[config.mk]
export PLATFORM = sky130hd
export DESIGN_NAME = hmp_mulsat
export DESIGN_NICKNAME = d
export VERILOG_FILES = /design/src/rtl/core/hit_momentum_polynomial_model_macros.svh /design/src/rtl/core/hmp_mulsat.sv
export SDC_FILE = /design/constraint.sdc
export NUM_CORES = 2
export LEC_CHECK = 0
export CAP_MARGIN = 40
export CORE_MARGIN = 1
export CORE_UTILIZATION = 41
export CTS_CLUSTER_DIAMETER = 150
export DETAILED_ROUTE_END_ITERATION = 8
export DONT_BUFFER_PORTS = 1
export PLACE_DENSITY_LB_ADDON = 0.25
export SLEW_MARGIN = 30
export SYNTH_ARGS = -nofsm -noshare
export SYNTH_HDL_FRONTEND = slang
export SYNTH_SLANG_ARGS = --single-unit
[constraint.sdc]
create_clock -name clk_i -period 6.2 [get_ports clk_i]
set_clock_uncertainty 0.05 [all_clocks]
set_input_delay 0.62 -clock clk_i [delete_from_list [all_inputs] [get_ports clk_i]]
set_output_delay 0.62 -clock clk_i [all_outputs]
set_load 0.01 [all_outputs]
[src/rtl/core/hit_momentum_polynomial_model_macros.svh]
// ---------------------------------------------------------------------------
// Assertion macros for the hit momentum polynomial model
// Shared concurrent assertion forms, clocked and reset-qualified.
// ---------------------------------------------------------------------------
`ifndef HIT_MOMENTUM_POLYNOMIAL_MODEL_MACROS_SVH
`define HIT_MOMENTUM_POLYNOMIAL_MODEL_MACROS_SVH

// Same-cycle implication.
`define HMP_ASSERT_IMPL(lbl, clk, rstn, ante, cons) \
  lbl: assert property (@(posedge clk) disable iff (!rstn) (ante) |-> (cons)) \
    else $error("hmp assertion failed");

// Next-cycle implication.
`define HMP_ASSERT_NEXT(lbl, clk, rstn, ante, cons) \
  lbl: assert property (@(posedge clk) disable iff (!rstn) (ante) |=> (cons)) \
    else $error("hmp assertion failed");

`endif

[src/rtl/core/hmp_mulsat.sv]
// ---------------------------------------------------------------------------
// hmp_mulsat
// Pipelined signed multiply, floor shift and saturate; four partial products.
// ---------------------------------------------------------------------------
module hmp_mulsat #(
  parameter int          AW      = 32,
  parameter int          BW      = 32,
  parameter int          SHIFT   = 16,
  parameter int          OW      = 48,
  parameter logic [63:0] HI_LIM  = 64'h0000_7FFF_FFFF_FFFF,
  parameter logic [63:0] NEG_LIM = 64'h0000_8000_0000_0000
) (
  input  logic                 clk_i,
  input  logic                 en_i,
  input  logic signed [AW-1:0] a_i,
  input  logic signed [BW-1:0] b_i,
  output logic signed [OW-1:0] p_o,
  output logic                 ov_o
);

  localparam int MW   = (AW > BW) ? AW : BW;
  localparam int H    = (MW + 1) / 2;
  localparam int MAGW = 2 * H;
  localparam int PW   = 4 * H;
  localparam int XW   = (PW + 1 > 64) ? PW + 1 : 64;
  localparam logic [XW-1:0] RMASK = (XW'(1) << SHIFT) - XW'(1);

  logic signed [MAGW:0] ax, bx;
  logic [MAGW-1:0] ma_d, mb_d, ma_q, mb_q;
  logic [MAGW-1:0] p00_q, p01_q, p10_q, p11_q;
  logic [PW-1:0]   full_q;
  logic            neg1_q, neg2_q, neg3_q;
  logic [XW-1:0]   rnd, qv;
  logic            sat;
  logic signed [OW-1:0] p_d, p_q;
  logic            ov_q;

  always_comb begin
    ax   = (MAGW+1)'(a_i);
    bx   = (MAGW+1)'(b_i);
    ma_d = ax[MAGW] ? MAGW'(-ax) : ax[MAGW-1:0];
    mb_d = bx[MAGW] ? MAGW'(-bx) : bx[MAGW-1:0];
  end

  // Round toward minus infinity: a negative result rounds its magnitude up.
  always_comb begin
    rnd = XW'(full_q) + (neg3_q ? RMASK : XW'(0));
    qv  = rnd >> SHIFT;
    if (neg3_q) begin
      sat = qv > XW'(NEG_LIM);
      p_d = sat ? OW'(XW'(0) - XW'(NEG_LIM)) : OW'(XW'(0) - qv);
    end else begin
      sat = qv > XW'(HI_LIM);
      p_d = sat ? OW'(HI_LIM) : OW'(qv);
    end
  end

  always_ff @(posedge clk_i) begin
    if (en_i) begin
      ma_q   <= ma_d;
      mb_q   <= mb_d;
      neg1_q <= a_i[AW-1] ^ b_i[BW-1];
      p00_q  <= ma_q[H-1:0] * mb_q[H-1:0];
      p01_q  <= ma_q[H-1:0] * mb_q[MAGW-1:H];
      p10_q  <= ma_q[MAGW-1:H] * mb_q[H-1:0];
      p11_q  <= ma_q[MAGW-1:H] * mb_q[MAGW-1:H];
      neg2_q <= neg1_q;
      full_q <= (PW'(p11_q) << MAGW) + (PW'(p01_q) << H) + (PW'(p10_q) << H)
              + PW'(p00_q);
      neg3_q <= neg2_q;
      p_q    <= p_d;
      ov_q   <= sat;
    end
  end

  assign p_o  = p_q;
  assign ov_o = ov_q;

endmodule

* After elaboration in Yosys (flattened, before gate mapping)
Cells that the tools add are included.
** Operators by class
- Add/subtract/negate cells :: 7
- Multipliers :: 4
- Div/mod/pow operators :: 0
- $lt $le $gt $ge :: 2
- Eq/ne operators :: 0
- Shift-type cells :: 0
- Multiplexer cells :: 7
- Bitwise logic cells :: 1
- Reductions and logical operators :: 0
** Operator list (number)
- two-way mux 48 bit :: 3
- adder 64 x 48 -> 64 bit :: 2
- multiplier 16 x 16 -> 32 bit :: 4
- adder 64 x 16 -> 65 bit :: 1
- adder 64 x 32 -> 64 bit :: 1
- negator 32 bit :: 2
- two-way mux 31 bit :: 2
- greater-than comparator 49 x 47 -> 1 bit (second input constant) :: 1
- greater-than comparator 49 x 48 -> 1 bit (second input constant) :: 1
- subtractor 1 x 48 -> 48 bit (first input constant) :: 1
- two-way mux 16 bit :: 1
- two-way mux 1 bit :: 1
- XOR 1 bit :: 1
** Storage, ports and cells
- Register bits after elaboration :: 308
- Bits in latches :: 0
- Bits in writable memories :: 0
- ROM bits :: 0
- Bits of input ports :: 66
- Output and inout port bits :: 49
- Word-level logic and storage cells :: 35
- Memories :: 0

* Logic depth before layout (Yosys ltp)
- Word-level depth :: 5
- Gate-level depth with buffers :: 26
- Mapped depth without buffers :: 25

* Worst setup path after synthesis
OpenSTA, ideal clock, no wires.
- Path type :: register -> register
- Start point :: register mb_q[6]
- End point :: register p00_q[30] (data pin)
- Library setup time :: 0.265 ns
- Arrival :: 6.315 ns
- Required time :: 5.885 ns
- Path slack :: -0.430 ns
- Cell stages (with the launch flop) :: 26
- Buffers on the path :: 1
- Period minus slack after synthesis :: 6.630 ns
- Cell sequence :: edfxtp_1 > clkbuf_1 > and2_1 > fa_1 > inv_1 > fa_1 > inv_1 > fa_1 > inv_1 > fa_1 > inv_1 > fa_1 > inv_1 > fa_1 > inv_1 > ha_1 > and3_1 > a311o_1 > a41oi_1 > a211oi_1 > o31a_1 > o21a_1 > nor2_1 > o21a_1 > o21ai_0 > xor2_1
** On the way
- Cells in the longest elaborated chain, start to end :: 1
** Ends and longest elaborated chain
- from (decl) :: RTL line hmp_mulsat.sv:29 : logic [MAGW-1:0] ma_d, mb_d, ma_q, mb_q;
- from (signal assigned) :: RTL line hmp_mulsat.sv:61 : mb_q <= mb_d;
- multiplier 16 x 16 -> 32 bit :: RTL line hmp_mulsat.sv:63 : p00_q <= ma_q[H-1:0] * mb_q[H-1:0];
- to (signal assigned) :: RTL line hmp_mulsat.sv:63
- to (decl) :: RTL line hmp_mulsat.sv:30 : logic [MAGW-1:0] p00_q, p01_q, p10_q, p11_q;
No other way between the ends.
A chain may end at the register's enable or synchronous reset.

* Worst setup path after layout
- Start point :: register ma_q[21]
- End point :: register p10_q[30] (data pin)
** On the way
- Cells in the longest elaborated chain, start to end :: 1
** Ends and longest elaborated chain
- from (decl) :: RTL line hmp_mulsat.sv:29
- from (signal assigned) :: RTL line hmp_mulsat.sv:60 : ma_q <= ma_d;
- multiplier 16 x 16 -> 32 bit :: RTL line hmp_mulsat.sv:65 : p10_q <= ma_q[MAGW-1:H] * mb_q[H-1:0];
- to (signal assigned) :: RTL line hmp_mulsat.sv:65
- to (decl) :: RTL line hmp_mulsat.sv:30
No other way between the ends.

==> results.sh <==
export IMPL_netlist_instances=5340
export IMPL_synth_async_sr_flop_share_pct=0
export IMPL_grt_max_degree=309
export IMPL_synth_area_um2=50510
export IMPL_cts_root_buffer="clkbuf_16"
export IMPL_end_kind="register"
export IMPL_cp_data_arrival_time_ns=6.73
export IMPL_gp_congestion=0.9449
export IMPL_required_ns=6.55
export IMPL_setup_violations=21
export IMPL_cp_max_fo=6
export IMPL_final_hold_viol_count=0
export IMPL_synth_top_area_share_pct=32.07
export IMPL_num_vias=38214
export IMPL_whs_path_depth=0
export IMPL_fp_dieArea_um2=124600
export IMPL_cpLargestDelayFamily="adder cells"
export IMPL_grt_pass1_vias=39038
export IMPL_crit_type="register to register"
export IMPL_slowest_delay_ns=0.55
export IMPL_clk_latency_ns=0.65
export IMPL_fin_ws_ns=-0.1786
export IMPL_port_buffers=0
export IMPL_maxSlewViolCount=0
export IMPL_cts_tree="yes"
export IMPL_firstDrtPassIters=6
export IMPL_path_clk_slew_ns=0.06
export IMPL_wirelength_mm=144.7
export IMPL_reg2reg_depth=23
export IMPL_initial_core_util_pct=41.39
export IMPL_dp_hpwl_mm=117.1
export IMPL_violations="negative setup slack"
export IMPL_path_depth=23
export IMPL_synth_edf_count=308
export IMPL_rsz0062_at_grt="true"
export IMPL_grt_pass1_wl_mm=225.0
export IMPL_utilization_pct=49.16
export IMPL_overflow=0
export IMPL_antenna_found_initial=3
export IMPL_min_period_over_period_pct=102.9
export IMPL_reg2reg_slack_ns=-0.18
export IMPL_fmax_mhz=156.8
export IMPL_crit_slowest_cell="fa_1"
export IMPL_cts_hold_buf=0
export IMPL_cts_sinks=308
export IMPL_outcome="complete, but fails checks"
export IMPL_synth_seq_cells=308
export IMPL_hold_class="input port to register"
export IMPL_core_um2=122000
export IMPL_rows=128
export IMPL_timing_critical_path_buf_inv=5
export IMPL_syn_nets=6682
export IMPL_pin_count=115
export IMPL_tightest_slew_ns=0.8294
export IMPL_htree_levels=2
export IMPL_clockBufferDepth=3
export IMPL_nets=7063
export IMPL_cts_made_buffers=42
export IMPL_die_h_um=353.0
export IMPL_crit_path_cell_trace="buf_12 > and2_4 > fa_1 > inv_2 > fa_2 > fa_2 > fa_1 > inv_1 > fa_1 > inv_1 > fa_1 > inv_2 > ha_4 > and3_4 > or3_1 > a41o_1 > o31ai_4 > o21ai_2 > a221oi_2 > a21oi_2 > a21oi_2 > o21ai_2 > xor2_1"
export IMPL_synth_cell_types=78
export IMPL_slew_headroom_pct=44.70
export IMPL_yosys_warnings=0
export IMPL_vias_per_cell=5.179
export IMPL_period_minus_slack_ns=6.379
export IMPL_synth_area_top_cells="fa_1, edfxtp_1, ha_1, inv_1, and2_1"
export IMPL_final_common_cell="inv_1"
export IMPL_synthToLayoutAreaGrowth_pct=18.77
export IMPL_antenna_left=0
export IMPL_syn_avg_cell_area_um2=9.458
export IMPL_drcViolationCount=0
export IMPL_drive_gt1_share_pct=16.67
export IMPL_yosysTopAreaCell="fa_1"
export IMPL_grt_usage_pct=23.13
export IMPL_n_fill_cell=11354
export IMPL_cpMostUsedCell="fa_1"
export IMPL_synth_yosys_seq_area_share_pct=18.31
export IMPL_startpoint_type="register"
export IMPL_die_x_um=353.0
export IMPL_wire_per_inst_um=19.62
export IMPL_layout_common_cells="inv_1, fa_1, nand2_1"
export IMPL_synth_main_ff_cell="edfxtp_1"
export IMPL_drtIter0Drc=2527
export IMPL_drv_cap=0
## final timing paths
path / startpoint / to
worst min-delay path: en_i / p_o[42]$_DFFE_PP_
worst max-delay path: ma_q[21]$_DFFE_PP_ / p10_q[30]$_DFFE_PP_
worst max register to register: ma_q[21]$_DFFE_PP_ / p10_q[30]$_DFFE_PP_
worst min register to register: p00_q[11]$_DFFE_PP_ / full_q[11]$_DFFE_PP_
## cell type report
type	instances	area (um2)	share of cell area [%]
Tap cell	1625	2033	3.389
Clock inverter	31	384.1	0.6403
Multi-Input combinational cell	3798	38080	63.49
Antenna cell	1	2.502	0.004171
Sequential cell	308	9249	15.42
Inverter	989	3712	6.188
Clock buffer	45	1062	1.771
Timing Repair Buffer	582	5461	9.104
## per-layer routing
metal	vias to the layer above	share of wire [%]	GRT usage (%)
met3	168	6.6	3.747
met5	-	0.0062	0
li1	17774	-	-
met2	1095	45	36.37
met4	2	2.4	5.152
met1	19175	46	33.44
## cells in the mapped netlist (17+ instances only)
library cell	instances
inv_1	989
fa_1	809
nand2_1	703
and2_1	478
ha_1	467
edfxtp_1	308
clkbuf_1	223
xnor2_1	182
a21oi_1	151
o21ai_0	133
nor2_1	127
nand3_1	63
xor2_1	60
a21o_1	53
nor3_1	50
nand4_1	42
and3_1	38
o21a_1	33
or3_1	28
a22oi_1	27
a211oi_1	24
nand2b_1	24
nor4_1	24
o21bai_1	23
o31ai_1	23
nor2b_1	19
o41ai_1	18
or4_1	18
a31oi_1	17
## registers in the layout, indices dropped and copies added (netlist names)
name    cells
full_q     64
p_o        48
ma_q       32
mb_q       32
p00_q      32
p01_q      32
p10_q      32
p11_q      32
neg1_q      1
neg2_q      1
neg3_q      1
ov_o        1
## through the flow
stage               cells  hold slack [ns]  setup WS, ns  TNS [ns]  area (um2)
floorplan            5340           0.3503      -0.04828  -0.06332       50630
global placement     7242           0.3517       -0.3449    -6.295       56370
detailed placement   7242           0.3554       -0.4280    -8.536       56370
CTS                  7361          0.03657       -0.1839    -1.304       59110
global route         7379          0.02850       -0.3753    -8.702       59990
finish               7379          0.07056       -0.1786    -1.761       59990
## cells by family (layout without fill, tap and decap cells)
group	count (synthesis)	count (layout)	share of synthesized area [%]
muxes	7	7	0.1412
other	0	1	0
adders and majority gates	1276	1276	43.63
buffers and inverters	1234	1647	9.260
AOI/OAI and AO/OA	606	606	7.875
and+or+nand+nor	1667	1667	16.58
DFF	308	308	18.31
xor gates and xnor gates	242	242	4.196
## repair_timing
item / CTS / global route
gates resized for setup: 183 / 172
setup endpoints to repair: 45 / 48
gates cloned: 4 / 2
pin swaps: 169 / 119
setup buffers: 44 / 23
Power is left out: the tool's default activity adds up to more than one toggle a clock period on the data nets, which glitch-free logic cannot reach.
