==> src/rtl/core/hit_momentum_polynomial_model_macros.svh <==
// ---------------------------------------------------------------------------
// Assertion macros for the hit momentum polynomial model
// Shared concurrent assertion forms, clocked and reset-qualified.
// ---------------------------------------------------------------------------
`ifndef HIT_MOMENTUM_POLYNOMIAL_MODEL_MACROS_SVH
`define HIT_MOMENTUM_POLYNOMIAL_MODEL_MACROS_SVH

// Same-cycle implication.
`define HMP_ASSERT_IMPL(lbl, clk, rstn, ante, cons) \
  lbl: assert property (@(posedge clk) disable iff (!rstn) (ante) |-> (cons)) \
    else $error("hmp assertion failed");

// Next-cycle implication.
`define HMP_ASSERT_NEXT(lbl, clk, rstn, ante, cons) \
  lbl: assert property (@(posedge clk) disable iff (!rstn) (ante) |=> (cons)) \
    else $error("hmp assertion failed");

`endif

==> src/rtl/core/hmp_delay.sv <==
// ---------------------------------------------------------------------------
// hmp_delay
// Enabled shift line that aligns operands with the multiply pipeline.
// ---------------------------------------------------------------------------
module hmp_delay #(
  parameter int W = 32,
  parameter int D = 4
) (
  input  logic         clk_i,
  input  logic         en_i,
  input  logic [W-1:0] d_i,
  output logic [W-1:0] q_o
);

  logic [W-1:0] tap_q [D];

  always_ff @(posedge clk_i) begin
    if (en_i) begin
      tap_q[0] <= d_i;
      for (int i = 1; i < D; i++) begin
        tap_q[i] <= tap_q[i-1];
      end
    end
  end

  assign q_o = tap_q[D-1];

endmodule

==> config.mk <==
export PLATFORM = sky130hd
export DESIGN_NAME = hmp_delay
export DESIGN_NICKNAME = d
export VERILOG_FILES = /design/src/rtl/core/hit_momentum_polynomial_model_macros.svh /design/src/rtl/core/hmp_delay.sv
export SDC_FILE = /design/constraint.sdc
export NUM_CORES = 1
export LEC_CHECK = 0
export ABC_AREA = 1
export BUFFER_PORTS_ARGS = -buffer_cell sky130_fd_sc_hd__buf_2
export CORE_ASPECT_RATIO = 1.75
export CORE_MARGIN = 2
export CORE_UTILIZATION = 61
export CTS_BUF_LIST = sky130_fd_sc_hd__clkbuf_8
export DETAILED_ROUTE_END_ITERATION = 10
export PLACE_DENSITY = 0.86
export SYNTH_ARGS = -nofsm -noshare
export SYNTH_HDL_FRONTEND = slang
export SYNTH_SLANG_ARGS = --single-unit
==> constraint.sdc <==
create_clock -name clk_i -period 1.85 [get_ports clk_i]
set_input_delay 0.555 -clock clk_i [delete_from_list [all_inputs] [get_ports clk_i]]
set_output_delay 0.555 -clock clk_i [all_outputs]
set_load 0.02 [all_outputs]
## Word level (Yosys, flattened, before mapping)

Memory sizes are Yosys's and may differ from the RTL's.
Index checks and enable logic that the tools add are counted.

| storage, ports and cells | value |
|---|---|
| output and inout bits | 32 |
| memory bits (read-only) | 0 |
| word-level logic and storage cells | 3 |
| latch bits | 0 |
| bits in registers | 0 |
| memory bits (writable) | 128 |
| memories | 1 |

| cells by class | value |
|---|---|
| magnitude comparators | 0 |
| add/sub/neg operators | 0 |
| div/mod/pow operators | 0 |
| reduce and logical (&&, ||, !) cells | 0 |
| mux-type cells | 2 |
| bitwise operators | 0 |
| multipliers | 0 |
| eq/ne operators | 0 |
| shift-type cells | 0 |

Memories:

| name | words | bits a word | read ports | clocked after memory_dff | wr ports | RTL line | RTL |
|---|---|---|---|---|---|---|---|
| tap_q | 4 | 32 | 4 | 0 | 4 | hmp_delay.sv:15 | `logic [W-1:0] tap_q [D];` |

Operators with widths:

| cell | number |
|---|---|
| 1-bit 2-to-1 mux | 2 |

## Logic depth before layout (Yosys ltp)

Gate-level depths: netlist of the first run.

| logic depth | value |
|---|---|
| depth after elaboration | 2 |
| depth in mapped cells | 0 |

## Worst setup path before layout of the first run

Ideal clock, no wire load.

| timing path | value |
|---|---|
| kind | register -> output |
| start point | memory tap_q[3][0] |
| end point | output q_o[0] |
| path slack | 846 ps |
| arrival | 449 ps |
| data required time | 1,295 ps |
| path buffers | 0 |
| cell stages (with the launch flop) | 1 |
| cells stage by stage | edfxtp_1 |

RTL lines:

| item | RTL line | RTL |
|---|---|---|
| from (decl) | hmp_delay.sv:15 |  |
| to (decl) | hmp_delay.sv:12 | `output logic [W-1:0] q_o` |

==> results of run 1 <==
[area by class of cell]
cell class            instances  area (µm²)  area share (%)
clock inverter                9       35.03          0.7615
clock buffer                 17       234.0           5.086
sequential                  128        3844           83.55
tap                          80       100.1           2.176
timing repair buffer         68       387.9           8.431
[path summary, 6_finish.rpt]
kind | startpoint | endpoint | slack (ns)
setup reg to reg | tap_q[2][24] | tap_q[3][24] | 1.21
setup / recovery | tap_q[3][16] | q_o[16] | 0.34
hold / removal | d_i[27] | tap_q[0][27] | 0.32
hold reg to reg | tap_q[2][9] | tap_q[3][9] | 0.41
[layer usage]
metal  global-route usage [%]  share of wire (%)
met1                    13.49                 39
met5                        0                  0
met2                    16.96                 50
met3                    8.050                8.2
met4                    9.317                2.5
[logic make-up (layout without fill, tap and decap cells)]
logic type	after synthesis	count (layout)	synth area share, %
flops	128	128	100.0
buf+inv	0	94	0
[layout by cell type, fill, tap and decap left out]
master    count
clkinv_1      5
buf_12        3
buf_2        64
inv_1         3
buf_4         1
clkinv_2      1
clkbuf_8     17
edfxtp_1    128
[power groups by stage]
| stage | Combinational (mW) | Sequential [mW] | Clock (mW) |
|---|---|---|---|
| 4_1_cts | 0.188 | 3.47 | 1.71 |
| 3_3_place_gp | 0.183 | 3.51 | 0 |
| 2_1_floorplan | 0 | 3.56 | 0 |
| 6_report | 0.184 | 3.46 | 1.64 |
| 5_1_grt | 0.200 | 3.48 | 1.83 |
| 3_5_place_dp | 0.187 | 3.52 | 0 |
==> impl_metrics.toml, run 1 <==
[status]
run_status = "complete, no violations"

[floorplan]
initial_util_pct = 62.67
die_height_um = 109.0
num_io_pins = 66
die-width_um = 64.01
num_rows = 38
design.die.area_um2 = 6977
placeableCoreArea_um2 = 6133

[yosys]
synth.top_cells.by_count = "edfxtp_1 (128)"
synthArstFlopShare_pct = 0
synth.cell_area_um2 = 3844
seq_area_frac_synth_pct = 100.0
number_of_enable_type_register_cells_in_the_synthesized_netlist = 128
synth_nets = 162
synth_area_leader_cell = "edfxtp_1"
yosys.cell_count.top_type = "edfxtp_1"
area_contributors_post_synth = "edfxtp_1 (100%)"
synth_area_per_cell_um2 = 30.03
post-synth-top-area-fraction_pct = 100.0
synthesis.instances = 128
ys_types = 1
number_of_warnings_issued_by_yosys = 0
synth-seq-cells = 128
synth_top_flop_cell = "edfxtp_1"

[routing]
post_drt_via_cell_ratio = 4.583
route.vias.total = 1384
wire_per_inst_um = 12.14
drt-total-wl_mm = 3.667
post-route-drc-count = 0
drt_pre_antenna_iters = 4
drtIter0Drc = 43
number_of_nets_with_antenna_violations_after_detailed_routing = 0

[clock_network]
worst_setup_hold_path_clk_slew_ns = 0.06
clock_root_cell = "clkbuf_8"
cts_tree = "done"
cts_buffers = 17
source_to_sink_clock_delay_at_the_later_pin_of_the_worst_skew_pair_ns = 0.41
cts-hold-fix-buffers = 0
cts_max_path_buffers = 2
clock_sink_count = 128
cts_post_setup_buffers_inserted = 0
cts-resized-gates = 0
clock_tree.htree_level_count = 4

[timing]
max_slew.worst_pin.slew_ns = 0.2327
finalClockSkew_ns = 0.006426
timing.setup.tns_ns = 0
finalHoldViolCount = 0
slew_viol_final = 0
grt_setup_unrepaired = "false"
post-route-period-util_pct = 81.71
finalSetupViolations = 0
finalWorstPathRequiredPeriod_ns = 1.512
setup_slack_ns = 0.3384
fmaxAchievable_ghz = 0.6615
slew_headroom_pct = 84.49
hold-worst-slack_ns = 0.3153

[power_and_ir_drop]
power_mw = 5.291
sequential_cell_fraction_of_total_power_pct = 65.4
power_frac_comb_pct = 3.5
netSwitchingFraction_pct = 18.43
ir_drop_uv = 813.3
power_density_of_the_placed_cells_nw_per_um2 = 1150
clock_power_share_pct = 31.1
internal-power_mw = 4.316
switching_component_of_the_power_uw = 975.4
leakage_nw = 1.687

[hold_path]
min_path_cells = 1
worstHoldPathType = "in -> reg"

[global_route]
global_route.overflow_total = 0
gr-usage-all-layers_pct = 12.34
wire_length_of_the_first_global_routing_pass_mm = 5.664
antenna_found_initial = 0
grt_pass1_vias = 1275
grt_start_max_net_pins = 48

[placement]
gp_congestion = 0.6517
hpwl_mm = 2.231
place.port_buffers = 65
numPlacedInstances = 276
placement.cell_area_um2 = 4332
pre_cts_slack_ns = 0.5698

[cells_and_area]
fin_nets = 249
largest-register = "tap_q"
num-multi-input-gates = 0
layoutNonFillerInstCount = 302
area_growth_syn_to_layout_pct = 19.69
largestRegisters = "tap_q: 128 flops"
fill_cells = 359
final_standard_cell_area_without_fillers_um2 = 4601
share_of_post_route_cells_with_drive_strength_above_1_pct = 38.74
diodes = 0
finish.utilization_pct = 75.01
combined_area_of_the_multi_input_logic_cells_um2 = 0
largest_reg_flops = 128

[setup_path]
criticalPathCategory = "reg -> out"
path_cells = "buf_2"
endpoint_kind = "primary output"
cp_data_arrival_time_ns = 0.96
critPathMaxFanout = 1
reg2reg_depth = 0
worst_setup_path_start_kind = "flop"
cp.buffers_inverters = 1
max_stage_delay_ns = 0.38
timing.critical_path.max_delay_family = "flip-flops"
crit_path_depth = 1
timing.critical_path.slowest_stage_cell = "edfxtp_1"
crit_required_ns = 1.29

[run]
reported_max_cap_violation_count = 0
No activity file was read; power rests on OpenSTA's default activity.
==> run 2, diff against run 1 <==
--- a/config.mk
+++ b/config.mk
@@ -5,14 +5,14 @@
 export SDC_FILE = /design/constraint.sdc
 export NUM_CORES = 1
 export LEC_CHECK = 0
-export ABC_AREA = 1
+export ABC_AREA = 0
 export BUFFER_PORTS_ARGS = -buffer_cell sky130_fd_sc_hd__buf_2
 export CORE_ASPECT_RATIO = 1.75
 export CORE_MARGIN = 2
-export CORE_UTILIZATION = 61
+export CORE_UTILIZATION = 57
 export CTS_BUF_LIST = sky130_fd_sc_hd__clkbuf_8
 export DETAILED_ROUTE_END_ITERATION = 10
-export PLACE_DENSITY = 0.86
+export PLACE_DENSITY = 0.81
 export SYNTH_ARGS = -nofsm -noshare
 export SYNTH_HDL_FRONTEND = slang
 export SYNTH_SLANG_ARGS = --single-unit
==> constraint.sdc (replaced) <==
create_clock -name clk_i -period 1.6 [get_ports clk_i]
set_input_delay 0.48 -clock clk_i [delete_from_list [all_inputs] [get_ports clk_i]]
set_output_delay 0.48 -clock clk_i [all_outputs]
set_load 0.02 [all_outputs]
==> impl_metrics.toml, run 2 (synthesis gave the netlist of run 1 again) <==
[status]
run_status = "complete, no violations"

[setup_path]
critPathMaxFanout = 1
setup.worst_path.end = "q_o[22]"
endpoint_kind = "primary output"
crit_required_ns = 1.12
max_stage_delay_ns = 0.37
worst_setup_path_start_kind = "flop"
startpoint = "tap_q[3][22]"
reg2reg_depth = 0
crit-reg2reg-launch = "tap_q[0][21]"
regToRegEndpoint = "tap_q[1][21]"
crit_path_depth = 1
reg2reg_slack_ns = 0.96
path_cells = "buf_2"
criticalPathCategory = "reg -> out"
cp_data_arrival_time_ns = 0.95
timing.critical_path.slowest_stage_cell = "edfxtp_1"
cp.buffers_inverters = 1
timing.critical_path.max_delay_family = "flip-flops"

[timing]
slew_headroom_pct = 83.90
timing.setup.tns_ns = 0
grt_setup_unrepaired = "false"
finalWorstPathRequiredPeriod_ns = 1.429
finalHoldViolCount = 0
finalSetupViolations = 0
max_slew.worst_pin.slew_ns = 0.2415
slew_viol_final = 0
fmaxAchievable_ghz = 0.6997
post-route-period-util_pct = 89.32
finalClockSkew_ns = 0.004924

[clock_network]
clock_root_cell = "clkbuf_8"
cts_tree = "done"
source_to_sink_clock_delay_at_the_later_pin_of_the_worst_skew_pair_ns = 0.41
cts_max_path_buffers = 2
worst_setup_hold_path_clk_slew_ns = 0.06
cts-hold-fix-buffers = 0
clock_tree.htree_level_count = 4
cts_buffers = 17
clock_sink_count = 128
cts-resized-gates = 0
cts_post_setup_buffers_inserted = 0

[placement]
hpwl_mm = 2.250
place.port_buffers = 65
gp_congestion = 0.6132
numPlacedInstances = 279

[power_and_ir_drop]
internal-power_mw = 4.990
power_mw = 6.104
sequential_cell_fraction_of_total_power_pct = 65.6
netSwitchingFraction_pct = 18.25
leakage_nw = 1.694
power_density_of_the_placed_cells_nw_per_um2 = 1327
power_frac_comb_pct = 3.5
clock_power_share_pct = 31.0
switching_component_of_the_power_mw = 1.114
ir_drop_uv = 810.3

[cells_and_area]
share_of_post_route_cells_with_drive_strength_above_1_pct = 39.46
largestRegisters = "tap_q: 128 flops"
combined_area_of_the_multi_input_logic_cells_um2 = 0
largest_reg_flops = 128
fill_cells = 405
area_growth_syn_to_layout_pct = 19.66
num-multi-input-gates = 0
commonest_non_fill_non_tap_cell_in_the_layout = "edfxtp_1"
diodes = 0
most-common-layout-cells = "edfxtp_1 (128), buf_2 (64), clkbuf_8 (17), inv_1 (4)"
largest-register = "tap_q"
fin_nets = 250
seqCellArea_um2 = 3844
layoutNonFillerInstCount = 305

[hold_path]
worstHoldPathType = "in -> reg"
min_path_cells = 1

[routing]
drt-total-wl_mm = 3.646
route.vias.total = 1370
post_drt_via_cell_ratio = 4.492
wire_per_inst_um = 11.95
drt_pre_antenna_iters = 4
drtIter0Drc = 55
maxUsedRoutingLayer = "met4"
post-route-drc-count = 0
detailroute.wirelength.met3_um = 312
routed-wl-met2_mm = 1.820
number_of_nets_with_antenna_violations_after_detailed_routing = 0
wirelength_met1_mm = 1.415

[global_route]
grt_start_max_net_pins = 51
wire_length_of_the_first_global_routing_pass_mm = 5.761
antenna_found_initial = 0
gr-usage-all-layers_pct = 11.85
grt_pass1_vias = 1290
global_route.overflow_total = 0

[run]
reported_max_cap_violation_count = 0

[floorplan]
num_rows = 39
die-width_um = 66.08
die_height_um = 112.6
num_io_pins = 66
initial_util_pct = 58.78
placeableCoreArea_um2 = 6539
design.die.area_um2 = 7442
## run 2: worst min-delay path by stage
stage	from	end	slack (ns)
2_1_floorplan	tap_q[0][0]	tap_q[1][0]	0.40
3_3_place_gp	tap_q[2][4]	tap_q[3][4]	0.40
3_5_place_dp	tap_q[0][1]	tap_q[1][1]	0.40
4_1_cts	d_i[31]	tap_q[0][31]	0.21
5_1_grt	d_i[6]	tap_q[0][6]	0.20
6_report	d_i[6]	tap_q[0][6]	0.24
## run 2: power by group through the flow
stage          sequential (mW)  combinational (mW)  clock (mW)
2_1_floorplan             4.12                   0           0
3_3_place_gp              4.06               0.210           0
3_5_place_dp              4.07               0.215           0
4_1_cts                   4.00               0.216        1.96
5_1_grt                   4.02               0.231        2.10
6_report                  4.00               0.212        1.89
## run 2: cell type report
cell class	instances	area share, %
clock buffers	17	5.087
clock inverters	9	0.7889
flip-flops and latches	128	83.57
well taps	82	2.231
repair buffers	69	8.324
## run 2: per-stage QoR
step / utilization (%) / instance area [µm²] / hold WS, ns / setup slack [ns]
2_1_floorplan: - / 3844 / 0.4003 / 0.6705
3_3_place_gp: 66.21 / 4329 / 0.4005 / 0.4014
3_5_place_dp: 66.21 / 4329 / 0.4045 / 0.3872
4_1_cts: 70.34 / 4599 / 0.2107 / 0.1259
5_1_grt: 70.34 / 4599 / 0.2042 / 0.1119
6_report: 70.34 / 4599 / 0.2434 / 0.1709
## run 2: per-layer routing
metal / track usage (%) / vias up
met5: 0 / -
met3: 7.515 / 9
met2: 16.09 / 60
met4: 8.980 / 0
met1: 13.19 / 606
li1: - / 695
==> run 3, diff against run 2 <==
--- a/config.mk
+++ b/config.mk
@@ -8,11 +8,10 @@
 export ABC_AREA = 0
 export BUFFER_PORTS_ARGS = -buffer_cell sky130_fd_sc_hd__buf_2
 export CORE_ASPECT_RATIO = 1.75
-export CORE_MARGIN = 2
-export CORE_UTILIZATION = 57
+export CORE_UTILIZATION = 35
 export CTS_BUF_LIST = sky130_fd_sc_hd__clkbuf_8
 export DETAILED_ROUTE_END_ITERATION = 10
-export PLACE_DENSITY = 0.81
+export SLEW_MARGIN = 20
 export SYNTH_ARGS = -nofsm -noshare
 export SYNTH_HDL_FRONTEND = slang
 export SYNTH_SLANG_ARGS = --single-unit
==> impl_metrics.toml, run 3 (synthesis gave the netlist of run 1 again) <==
[timing]
timing.setup.tns_ns = 0
slew_viol_final = 0
finalWorstPathRequiredPeriod_ns = 1.451
max_slew.worst_pin.slew_ns = 0.2330
finalHoldViolCount = 0
grt_setup_unrepaired = "false"
finalSetupViolations = 0
post-route-period-util_pct = 90.71
finalClockSkew_ns = 0.008301
slew_headroom_pct = 84.47
fmaxAchievable_ghz = 0.6890

[routing]
wire_per_inst_um = 13.24
post_drt_via_cell_ratio = 4.067
route.vias.total = 1464
drt-total-wl_mm = 4.767
number_of_nets_with_antenna_violations_after_detailed_routing = 0
drtIter0Drc = 97
drt_pre_antenna_iters = 4
post-route-drc-count = 0

[floorplan]
initial_util_pct = 35.93
placeableCoreArea_um2 = 10700
design.die.area_um2 = 11420
num_rows = 50
die_height_um = 140.6
die-width_um = 81.22
num_io_pins = 66

[cells_and_area]
num-multi-input-gates = 0
fin_nets = 251
largestRegisters = "tap_q: 128 flops"
commonest_non_fill_non_tap_cell_in_the_layout = "edfxtp_1"
area_growth_syn_to_layout_pct = 26.24
combined_area_of_the_multi_input_logic_cells_um2 = 0
most-common-layout-cells = "edfxtp_1 (128), buf_2 (64), clkbuf_8 (17), buf_12 (5)"
largest-register = "tap_q"
share_of_post_route_cells_with_drive_strength_above_1_pct = 43.91
diodes = 0
largest_reg_flops = 128

[global_route]
grt_pass1_vias = 1491
global_route.overflow_total = 0
antenna_found_initial = 0
gr-usage-all-layers_pct = 9.481
wire_length_of_the_first_global_routing_pass_mm = 7.251
grt_start_max_net_pins = 30

[clock_network]
clock_tree.htree_level_count = 4
clock_sink_count = 128
cts_max_path_buffers = 2
cts_post_setup_buffers_inserted = 0
worst_setup_hold_path_clk_slew_ns = 0.07
cts_tree = "done"
cts_buffers = 17
cts-hold-fix-buffers = 0
cts-resized-gates = 0
source_to_sink_clock_delay_at_the_later_pin_of_the_worst_skew_pair_ns = 0.42
clock_root_cell = "clkbuf_8"

[hold_path]
min_path_cells = 1
hold-path-endpoint = "tap_q[0][10]"
worstHoldPathType = "in -> reg"
worst_hold_startpoint = "d_i[10]"

[setup_path]
reg2reg_slack_ns = 0.93
crit_required_ns = 1.12
max_stage_delay_ns = 0.39
path_cells = "buf_2"
reg2reg_depth = 0
timing.critical_path.max_delay_family = "flip-flops"
cp.buffers_inverters = 1
critPathMaxFanout = 1
crit-reg2reg-launch = "tap_q[1][29]"
regToRegEndpoint = "tap_q[2][29]"
criticalPathCategory = "reg -> out"
endpoint_kind = "primary output"
cp_data_arrival_time_ns = 0.97
startpoint = "tap_q[3][26]"
timing.critical_path.slowest_stage_cell = "edfxtp_1"
worst_setup_path_start_kind = "flop"

[power_and_ir_drop]
leakage_nw = 1.761
power_density_of_the_placed_cells_nw_per_um2 = 1446
power_mw = 7.017
ir_drop_uv = 765.1

[placement]
place.port_buffers = 65
gp_congestion = 0.6545

[run]
reported_max_cap_violation_count = 0

[status]
run_status = "complete, no violations"
[run 3: cell type report]
| type | count | area (µm²) |
|---|---|---|
| fill | 897 | 5846 |
| tap | 130 | 162.7 |
| clock inverter | 15 | 183.9 |
| sequential | 128 | 3844 |
| timing repair buffer | 70 | 427.9 |
| clock buffer | 17 | 234.0 |
[run 3: how the worst max path moves through the flow]
stage | to | slack (ns) | cells after the start
2_1_floorplan | q_o[0] | 0.67 | 0
5_1_grt | q_o[26] | 0.08 | 1
3_5_place_dp | tap_q[3][21] | 0.33 | 2
4_1_cts | q_o[26] | 0.10 | 1
3_3_place_gp | tap_q[3][10] | 0.34 | 2
6_report | q_o[26] | 0.15 | 1
[run 3: metal layers]
layer | track usage [%] | routed length (µm) | vias up
li1 | - | - | 708
met1 | 9.376 | 1814 | 700
met2 | 14.51 | 2503 | 50
met3 | 5.631 | 350 | 6
met4 | 6.485 | 99 | 0
met5 | 0 | 0 | -
[run 3: report_power, final]
group          internal (mW)  total [mW]  switching (mW)  leakage (nW)
logic                 0.0825       0.231           0.149         0.304
registers               3.95        4.00          0.0536          1.25
clock network           1.56        2.78            1.22         0.205
[run 3: per-stage QoR]
stage | instance area (µm²) | cells | worst slack, ns | hold WS (ns) | util, %
2_1_floorplan | 3844 | 128 | 0.6705 | 0.4003 | -
3_3_place_gp | 4434 | 328 | 0.3440 | 0.4003 | 41.45
3_5_place_dp | 4434 | 328 | 0.3278 | 0.4045 | 41.45
4_1_cts | 4852 | 360 | 0.1004 | 0.1938 | 45.36
5_1_grt | 4852 | 360 | 0.08163 | 0.1953 | 45.36
6_report | 4852 | 360 | 0.1487 | 0.2332 | 45.36
